<file path="src/rtl/json_key_value_extractor_defines.svh">
// ----------------------------------------------------------------------------
// JSON key/value extractor assertion macros
// Shared property wrappers clocked on clk, disabled while arst_n is low.
// ----------------------------------------------------------------------------
`ifndef JSON_KEY_VALUE_EXTRACTOR_DEFINES_SVH
`define JSON_KEY_VALUE_EXTRACTOR_DEFINES_SVH

// same-cycle implication
`define JKV_ASSERT_NOW(label, ante, cons) \
	label: assert property (@(posedge clk) disable iff (!arst_n) (ante) |-> (cons)) \
		else $error("jkv assertion failed");

// next-cycle implication
`define JKV_ASSERT_NEXT(label, ante, cons) \
	label: assert property (@(posedge clk) disable iff (!arst_n) (ante) |=> (cons)) \
		else $error("jkv assertion failed");

`endif

</file>
<file path="src/rtl/jkv_pkg.sv">
// ----------------------------------------------------------------------------
// JSON key/value extractor package
// Shared types, codes and character constants.
// ----------------------------------------------------------------------------
package jkv_pkg;

	localparam int unsigned KEY_BYTES_DEF  = 8;
	localparam int unsigned DEPTH_BITS_DEF = 8;
	localparam int unsigned CFG_IDX_W      = 2;
	localparam int unsigned CFG_DATA_W     = 64;
	localparam int unsigned KEY_LEN_W      = 4;

	localparam logic [7:0] CH_LBRACE = 8'h7B;
	localparam logic [7:0] CH_LBRACK = 8'h5B;
	localparam logic [7:0] CH_RBRACE = 8'h7D;
	localparam logic [7:0] CH_RBRACK = 8'h5D;
	localparam logic [7:0] CH_COLON  = 8'h3A;
	localparam logic [7:0] CH_QUOTE  = 8'h22;
	localparam logic [7:0] CH_BSLASH = 8'h5C;
	localparam logic [7:0] CH_COMMA  = 8'h2C;
	localparam logic [7:0] CH_SPACE  = 8'h20;
	localparam logic [7:0] CH_TAB    = 8'h09;
	localparam logic [7:0] CH_LF     = 8'h0A;
	localparam logic [7:0] CH_CR     = 8'h0D;

	typedef enum logic [CFG_IDX_W-1:0] {
		REG_KEY_WORD   = 2'd0,
		REG_KEY_LENGTH = 2'd1,
		REG_ANY_DEPTH  = 2'd2
	} cfg_reg_t;

	typedef enum logic [1:0] {
		ST_SEARCH    = 2'd0,
		ST_FOUND     = 2'd1,
		ST_NOT_FOUND = 2'd2
	} status_t;

	typedef enum logic [1:0] {
		VK_NONE      = 2'd0,
		VK_CONTAINER = 2'd1,
		VK_STRING    = 2'd2,
		VK_NUMBER    = 2'd3
	} value_kind_t;

	typedef struct packed {
		logic [7:0] byte_value;
		logic       last;
	} in_item_t;

	typedef struct packed {
		logic    in_value;
		logic    value_done;
		status_t status;
	} scan_result_t;

	function automatic logic is_space(input logic [7:0] b);
		return (b == CH_SPACE) || (b == CH_TAB) || (b == CH_LF) || (b == CH_CR);
	endfunction

	function automatic logic is_open(input logic [7:0] b);
		return (b == CH_LBRACE) || (b == CH_LBRACK);
	endfunction

	function automatic logic is_close(input logic [7:0] b);
		return (b == CH_RBRACE) || (b == CH_RBRACK);
	endfunction

endpackage

</file>
<file path="src/rtl/jkv_in_stage.sv">
// ----------------------------------------------------------------------------
// JSON key/value extractor input register
// Captures one byte item and hands it to the scanner.
// ----------------------------------------------------------------------------
module jkv_in_stage
	import jkv_pkg::*;
(
	input  logic       clk,
	input  logic       arst_n,
	input  logic       s_tvalid,
	output logic       s_tready,
	input  logic [7:0] s_tdata,  // [7:0] byte_value
	input  logic       s_tlast,
	input  logic       advance,
	output logic       valid_s1,
	output in_item_t   item_s1
);

	assign s_tready = !valid_s1 || advance;

	always_ff @(posedge clk or negedge arst_n) begin
		if (!arst_n) begin
			valid_s1 <= 1'b0;
		end else if (s_tready) begin
			valid_s1 <= s_tvalid;
		end
	end

	always_ff @(posedge clk) begin
		if (s_tready && s_tvalid) begin
			item_s1.byte_value <= s_tdata;
			item_s1.last       <= s_tlast;
		end
	end

endmodule

</file>
<file path="src/rtl/jkv_scan.sv">
// ----------------------------------------------------------------------------
// JSON key/value extractor scanner
// Document state and the per-byte key search and value extent logic.
// ----------------------------------------------------------------------------
module jkv_scan
	import jkv_pkg::*;
#(
	parameter int unsigned KEY_BYTES  = KEY_BYTES_DEF,
	parameter int unsigned DEPTH_BITS = DEPTH_BITS_DEF
) (
	input  logic                          clk,
	input  logic                          arst_n,
	input  logic                          advance,
	input  in_item_t                      item_s1,
	input  logic [KEY_BYTES-1:0][7:0]     key_bytes,
	input  logic [KEY_LEN_W-1:0]          key_length,
	input  logic                          any_depth,
	output scan_result_t                  result
);

	localparam int unsigned MPOS_W = $clog2(KEY_BYTES + 1);
	localparam int unsigned KIDX_W = (KEY_BYTES > 1) ? $clog2(KEY_BYTES) : 1;

	typedef struct packed {
		logic                  started;
		logic [DEPTH_BITS-1:0] nest_depth;
		logic                  in_string;
		logic                  escape_pending;
		logic [MPOS_W-1:0]     match_position;
		logic                  match_alive;
		logic                  key_matched;
		logic                  awaiting_value;
		value_kind_t           value_kind;
		logic [DEPTH_BITS-1:0] value_depth;
		logic                  value_in_string;
		logic                  finished;
		logic                  found_any;
	} scan_state_t;

	scan_state_t st_q;
	scan_state_t st_nxt;

	always_comb begin
		logic [7:0]            b;
		logic [MPOS_W-1:0]     eff;
		logic [7:0]            kb;
		logic                  busy;
		logic                  str_open;
		logic                  str_close;
		logic                  next_in_str;
		logic                  done;
		logic                  iv;
		logic [DEPTH_BITS-1:0] dnew;
		status_t               stat;

		st_nxt = st_q;
		b      = item_s1.byte_value;
		iv     = 1'b0;
		done   = 1'b0;
		dnew   = '0;
		eff    = (key_length > KEY_LEN_W'(KEY_BYTES)) ? MPOS_W'(KEY_BYTES)
		                                              : MPOS_W'(key_length);
		kb     = (st_q.match_position < MPOS_W'(KEY_BYTES))
		         ? key_bytes[st_q.match_position[KIDX_W-1:0]] : 8'h00;
		busy        = (st_q.value_kind != VK_NONE) || st_q.awaiting_value;
		str_open    = !st_q.in_string && (b == CH_QUOTE);
		str_close   = st_q.in_string && !st_q.escape_pending && (b == CH_QUOTE);
		next_in_str = st_q.in_string ? !str_close : str_open;

		if (st_q.finished) begin
			st_nxt = st_q;
		end else if (!st_q.started) begin
			if (is_open(b)) begin
				st_nxt.started = 1'b1;
			end
		end else begin
			case (st_q.value_kind)
				VK_CONTAINER: begin
					iv = 1'b1;
					if (!st_q.value_in_string && is_open(b)) begin
						if (st_q.value_depth != '1) begin
							st_nxt.value_depth = st_q.value_depth + 1'b1;
						end
					end else if (!st_q.value_in_string && is_close(b)) begin
						dnew = (st_q.value_depth != '0) ? st_q.value_depth - 1'b1
						                                 : st_q.value_depth;
						st_nxt.value_depth = dnew;
						done = (dnew == '0);
					end
					st_nxt.value_in_string = next_in_str;
				end
				VK_STRING: begin
					iv   = 1'b1;
					done = str_close;
				end
				VK_NUMBER: begin
					if ((b == CH_COMMA) || is_space(b) || is_close(b)) begin
						done = 1'b1;
					end else begin
						iv = 1'b1;
					end
				end
				default: begin
					if (st_q.awaiting_value && !is_space(b)) begin
						st_nxt.awaiting_value = 1'b0;
						if (is_open(b)) begin
							st_nxt.value_kind      = VK_CONTAINER;
							st_nxt.value_depth     = DEPTH_BITS'(1);
							st_nxt.value_in_string = 1'b0;
							iv = 1'b1;
						end else if (b == CH_QUOTE) begin
							st_nxt.value_kind      = VK_STRING;
							st_nxt.value_in_string = 1'b1;
							iv = 1'b1;
						end else if ((b == CH_COMMA) || is_close(b)) begin
							done = 1'b1;
						end else begin
							st_nxt.value_kind = VK_NUMBER;
							iv = 1'b1;
						end
					end
				end
			endcase

			if (done) begin
				st_nxt.value_kind      = VK_NONE;
				st_nxt.value_depth     = '0;
				st_nxt.value_in_string = 1'b0;
				st_nxt.found_any       = 1'b1;
				if (!any_depth) begin
					st_nxt.finished = 1'b1;
				end
			end

			if (st_q.in_string) begin
				if (st_q.escape_pending) begin
					st_nxt.escape_pending = 1'b0;
					st_nxt.match_alive    = 1'b0;
				end else if (b == CH_BSLASH) begin
					st_nxt.escape_pending = 1'b1;
					st_nxt.match_alive    = 1'b0;
				end else if (b == CH_QUOTE) begin
					st_nxt.in_string = 1'b0;
					if (!busy) begin
						st_nxt.key_matched = st_q.match_alive && (st_q.match_position == eff);
					end
					st_nxt.match_alive = 1'b0;
				end else if (st_q.match_alive) begin
					if ((st_q.match_position < eff) && (b == kb)) begin
						st_nxt.match_position = st_q.match_position + 1'b1;
					end else begin
						st_nxt.match_alive = 1'b0;
					end
				end
			end else begin
				if (!busy && !is_space(b)) begin
					if ((b == CH_COLON) && st_q.key_matched) begin
						st_nxt.awaiting_value = 1'b1;
					end
					st_nxt.key_matched = 1'b0;
				end
				if (b == CH_QUOTE) begin
					st_nxt.in_string      = 1'b1;
					st_nxt.match_position = '0;
					st_nxt.match_alive    = !busy && (any_depth || (st_q.nest_depth == '0));
				end else if (is_open(b)) begin
					if (st_q.nest_depth != '1) begin
						st_nxt.nest_depth = st_q.nest_depth + 1'b1;
					end
				end else if (is_close(b)) begin
					if (st_q.nest_depth == '0) begin
						st_nxt.finished = 1'b1;
					end else begin
						st_nxt.nest_depth = st_q.nest_depth - 1'b1;
					end
				end
			end
		end

		stat = st_nxt.found_any ? ST_FOUND : (st_nxt.finished ? ST_NOT_FOUND : ST_SEARCH);
		if (item_s1.last) begin
			if (stat == ST_SEARCH) begin
				stat = ST_NOT_FOUND;
			end
			st_nxt = '0;
		end

		result.in_value   = iv;
		result.value_done = done;
		result.status     = stat;
	end

	always_ff @(posedge clk or negedge arst_n) begin
		if (!arst_n) begin
			st_q <= '0;
		end else if (advance) begin
			st_q <= st_nxt;
		end
	end

endmodule

</file>
<file path="src/rtl/jkv_out_stage.sv">
// ----------------------------------------------------------------------------
// JSON key/value extractor result register
// Holds one result item until the downstream side takes it.
// ----------------------------------------------------------------------------
module jkv_out_stage
	import jkv_pkg::*;
(
	input  logic         clk,
	input  logic         arst_n,
	input  logic         load,
	input  scan_result_t result,
	output logic         load_ok,
	output logic         m_tvalid,
	input  logic         m_tready,
	output logic [7:0]   m_tdata   // [0] in_value, [1] value_done, [3:2] status, [7:4] zero
);

	scan_result_t res_q;

	assign load_ok = !m_tvalid || m_tready;
	assign m_tdata = {4'b0000, res_q.status, res_q.value_done, res_q.in_value};

	always_ff @(posedge clk or negedge arst_n) begin
		if (!arst_n) begin
			m_tvalid <= 1'b0;
		end else if (load_ok) begin
			m_tvalid <= load;
		end
	end

	always_ff @(posedge clk) begin
		if (load) begin
			res_q <= result;
		end
	end

endmodule

</file>
<file path="src/rtl/json_key_value_extractor.sv">
// ----------------------------------------------------------------------------
// JSON key/value extractor
// Marks the bytes of the value that follows a configured key in a JSON stream.
// ----------------------------------------------------------------------------
// channel  dir  handshake            payload
// s_*      in   s_tvalid/s_tready    byte_value in tdata, last as tlast
// m_*      out  m_tvalid/m_tready    in_value, value_done, status in tdata
// cfg_*    in   cfg_valid/cfg_ready  cfg_index, cfg_data
//
// One byte per clock sustained unless m_tready stalls the result register. Each
// result is registered after input accept (input register, then the scan into the
// result register). The scan state update is one pass of combinational logic.
// Reset clears all scan state and loads key_word 0, key_length 1, any_depth 0.
// A stalled result register holds the input register, which then holds s_tready low.
// ----------------------------------------------------------------------------
`include "json_key_value_extractor_defines.svh"

module json_key_value_extractor
	import jkv_pkg::*;
#(
	parameter int unsigned KEY_BYTES  = KEY_BYTES_DEF,
	parameter int unsigned DEPTH_BITS = DEPTH_BITS_DEF
) (
	input  logic                  clk,
	input  logic                  arst_n,
	input  logic                  s_tvalid,
	output logic                  s_tready,
	input  logic [7:0]            s_tdata,   // [7:0] byte_value
	input  logic                  s_tlast,
	output logic                  m_tvalid,
	input  logic                  m_tready,
	output logic [7:0]            m_tdata,   // [0] in_value, [1] value_done, [3:2] status
	input  logic                  cfg_valid,
	output logic                  cfg_ready,
	input  logic [CFG_IDX_W-1:0]  cfg_index,
	input  logic [CFG_DATA_W-1:0] cfg_data
);

	logic [KEY_BYTES-1:0][7:0] key_q;
	logic [KEY_LEN_W-1:0]      key_length_q;
	logic                      any_depth_q;
	logic                      valid_s1;
	in_item_t                  item_s1;
	scan_result_t              result;
	logic                      load_ok;
	logic                      advance;

	assign cfg_ready = 1'b1;
	assign advance   = valid_s1 && load_ok;

	always_ff @(posedge clk or negedge arst_n) begin
		if (!arst_n) begin
			key_q        <= '0;
			key_length_q <= KEY_LEN_W'(1);
			any_depth_q  <= 1'b0;
		end else if (cfg_valid && cfg_ready) begin
			case (cfg_index)
				REG_KEY_WORD:   key_q        <= cfg_data[KEY_BYTES*8-1:0];
				REG_KEY_LENGTH: key_length_q <= cfg_data[KEY_LEN_W-1:0];
				REG_ANY_DEPTH:  any_depth_q  <= cfg_data[0];
				default:        key_q        <= key_q;
			endcase
		end
	end

	jkv_in_stage u_in (
		.clk      (clk),
		.arst_n   (arst_n),
		.s_tvalid (s_tvalid),
		.s_tready (s_tready),
		.s_tdata  (s_tdata),
		.s_tlast  (s_tlast),
		.advance  (advance),
		.valid_s1 (valid_s1),
		.item_s1  (item_s1)
	);

	jkv_scan #(
		.KEY_BYTES  (KEY_BYTES),
		.DEPTH_BITS (DEPTH_BITS)
	) u_scan (
		.clk        (clk),
		.arst_n     (arst_n),
		.advance    (advance),
		.item_s1    (item_s1),
		.key_bytes  (key_q),
		.key_length (key_length_q),
		.any_depth  (any_depth_q),
		.result     (result)
	);

	jkv_out_stage u_out (
		.clk      (clk),
		.arst_n   (arst_n),
		.load     (advance),
		.result   (result),
		.load_ok  (load_ok),
		.m_tvalid (m_tvalid),
		.m_tready (m_tready),
		.m_tdata  (m_tdata)
	);

	`JKV_ASSERT_NOW(a_done_means_found, m_tvalid && m_tdata[1], m_tdata[3:2] == ST_FOUND)
	`JKV_ASSERT_NOW(a_ready_when_out_empty, !m_tvalid, s_tready)
	`JKV_ASSERT_NEXT(a_drain_when_no_item, m_tvalid && m_tready && !valid_s1, !m_tvalid)

endmodule
</file>
<file path="config.mk">
export PLATFORM = sky130hd
export DESIGN_NAME = json_key_value_extractor
export DESIGN_NICKNAME = d
export VERILOG_FILES = /design/src/rtl/jkv_pkg.sv /design/src/rtl/jkv_in_stage.sv /design/src/rtl/jkv_scan.sv /design/src/rtl/jkv_out_stage.sv /design/src/rtl/json_key_value_extractor.sv
export VERILOG_INCLUDE_DIRS = /design/src /design/src/rtl
export SDC_FILE = /design/constraint.sdc
export NUM_CORES = 1
export LEC_CHECK = 0
export ABC_CLOCK_PERIOD_IN_PS = 5200
export BUFFER_PORTS_ARGS = -buffer_cell sky130_fd_sc_hd__buf_4
export CORE_UTILIZATION = 50
export CTS_CLUSTER_DIAMETER = 80
export DETAILED_ROUTE_END_ITERATION = 8
export PLACE_DENSITY = 0.71
export SLEW_MARGIN = 20
export SYNTH_ARGS = -nofsm -noshare
export SYNTH_HDL_FRONTEND = slang
export SYNTH_SLANG_ARGS = --single-unit
</file>
<file path="constraint.sdc">
create_clock -name clk -period 5.2 [get_ports clk]
set_clock_uncertainty 0.05 [all_clocks]
set_input_delay 0.78 -clock clk [delete_from_list [all_inputs] [get_ports clk]]
set_output_delay 0.78 -clock clk [all_outputs]
set_load 0.01 [all_outputs]
</file>
==> flow_summary.ini <==
[placed_design]
port_buffers = 85
gp_congestion = 0.892
dp_slack_ps = 1510
place_hpwl_um = 10800
place_area_mm2 = 0.00721
dp_cells = 803

[floorplan]
die-area_mm2 = 0.0134
start_util_pct = 51.4
core_mm2 = 0.0126
ioPinCount = 91
die_w_um = 116
rows = 41
die_height_um = 116

[clock_tree]
cts_buffer_depth = 2
cts_tree = done
post_cts_buffers = 0
cts_hold_buf = 0
cts_root_buf = clkbuf_16
clk_pin_slew_ps = 50
cts-resized-gates = 0
clk_latency_ps = 420
cts_sinks = 115
h-tree-depth = 4
numCtsBuffers = 17

[setup_path]
end_kind = flip-flop
startpoint_type = flip-flop
slowest_stage = nand4b_1
cp_data_arrival_time_ps = 3770
worstPathMaxFanout = 13
critPathLaunch = u_in.item_s1[5]$_DFFE_PP_
path_class = reg2reg
reg2regPathDepth = 11
max_stage_delay_ps = 600
rr_startpoint = u_in.item_s1[5]$_DFFE_PP_
worstPathRequired_ps = 5450
cp_cell_sequence = and4b_1 > nand4b_1 > ha_1 > a21o_1 > a21oi_1 > o21bai_1 > a21oi_1 > o21ai_0 > xnor2_1 > o21ai_0 > a22o_1

[detailed_routing]
via_count = 4986
drcViolationCount = 0
drt_iter0_drc = 272
drt-total-wl_um = 15000
viasPerCell = 5.97
routedWlPerCell_um = 18.0
ant_nets = 0
firstDrtPassIters = 7

[logic_synthesis]
yosys_register_bits = 115
seq_area_frac_synth_pct = 45.4
synth_top_area_share_pct = 38.9
netlist_instances = 573
postSynth.asyncResetShare_pct = 88.7
synth_area_mm2 = 0.00649
yosysTopAreaCell = dfrtp_1
synth_warnings = 0
synthTopCellsByArea = dfrtp_1 (39%), mux2_2 (12%), edfxtp_1 (6.0%)
synth_edf_count = 13
synth_area_per_cell_um2 = 11.3
synthDistinctLibCells = 75
synthFlopType = dfrtp_1

[global_route]
grt_pass1_wl_um = 25200
track_usage_pct = 24.7
grt_pass1_vias = 5084
grt_max_degree = 72
grt_antenna_before_repair = 0
gr-total-overflow = 0

[power_and_ir_drop]
p_per_area_mw_per_mm2 = 326
peakVddDrop_v = 0.000288
leakagePower_nw = 3.35

[timing]
fin_tns_setup_ps = 0
finalSetupViolations = 0
rsz0062_at_grt = false
hold_violations = 0
maxSlewHeadroom_pct = 33.0
finalCritPeriodShare_pct = 67.6
layout_setup_ws_ps = 1680
tightest_slew_ps = 998
max_clock_freq_mhz = 284
fin_crit_ps = 3520
drv_slew = 0

[min_path]
hold_depth = 1
hp-class = reg2reg
worstHoldStart = key_q[63]$_DFFE_PN0P_

[layout]
fin_area_mm2 = 0.00779
finalNonFillerCells = 835
num-fill-cells = 1028
seqCellArea_mm2 = 0.00294
drive_above_1_share_pct = 32.9
layout_commonest_cell = dfrtp_1
multi_input_area_mm2 = 0.00332
antenna_cells = 0
final_cell_mix = dfrtp_1 (101), buf_4 (89), mux2_2 (69)
final_net_count = 749
area_growth_pct = 20.0

[run]
cap_violations = 0

[run_status]
status = finished clean
## registers in the layout, indices dropped and copies added (netlist names)
name and count:
u_scan.st_q 31, key_length_q 4, any_depth_q 1, key_q 64
u_in.item_s1 9, u_out.m_tvalid 1, u_in.valid_s1 1, u_out.m_tdata 4
## per-stage QoR
step                power [W]  utilization (%)  hold slack [ps]
floorplan             0.00129                -              399
global placement      0.00140             57.2              423
detailed placement    0.00142             57.2              441
CTS                   0.00256             61.7              452
global route          0.00265             61.7              467
finish                0.00254             61.7              450
## cells in the mapped netlist, types with 8 or more instances
library cell    n
nor3_1          8
mux2_2         69
o31ai_1         9
nor2b_1        11
nand2_1        22
a22o_1          9
a21oi_1        19
mux4_2         12
ha_1           18
dfrtp_1       101
o21ai_0        38
nor2_1         27
edfxtp_1       13
nand3_1        16
inv_1          18
clkbuf_1       21
and3_1          8
nand4_1         8
## final cells by class
class | count | area share (%)
clock inverter | 13 | 1.70
tap | 172 | 2.76
timing repair buffer | 89 | 8.58
inverter | 18 | 0.867
sequential | 115 | 37.8
clock buffer | 19 | 5.69
multi-input combinational | 409 | 42.6
## worst max-delay path, delay by kind of cell, from the launching register on
family / cells / cell delay (ps)
xor+xnor: 1 / 190
simple gates: 2 / 940
compound gates: 7 / 1210
flops: 1 / 470
fa+ha+maj: 1 / 530
## layer usage
layer	vias to the layer above	global-route usage, %	part of all wire, %
met2	171	40.3	49
met4	0	9.32	2.0
met1	2475	30.4	42
met5	-	0	0
li1	2313	-	-
met3	27	8.37	6.7
## power breakdown
part           internal [W]  total (W)  leakage (nW)  switching (W)
combinational      0.000184   0.000311          1.68       0.000127
clock              0.000715    0.00114         0.284       0.000423
sequential          0.00102    0.00109          1.40      0.0000674
## kinds of logic after synthesis
kind of cell,share of synthesized area (%)
AO/OA/AOI/OAI,14.4
XOR/XNOR,1.62
adder cells (fa/ha/maj),3.78
buffers and inverters,3.76
flip-flops,45.4
multiplexers,17.5
other,0.116
AND/OR/NAND/NOR,13.5
## path summary, 6_finish.rpt
check	slack (ps)	to
hold / removal	450	key_q[63]$_DFFE_PN0P_
min in group asynchronous	470	u_scan.st_q[11]$_DFFE_PN0P_
max in group asynchronous	3640	key_q[45]$_DFFE_PN0P_
setup / recovery	1680	u_scan.st_q[29]$_DFFE_PN0P_
hold reg to reg	450	key_q[63]$_DFFE_PN0P_
setup reg to reg	1680	u_scan.st_q[29]$_DFFE_PN0P_
Note: power is estimated with default switching activity, not from simulation.
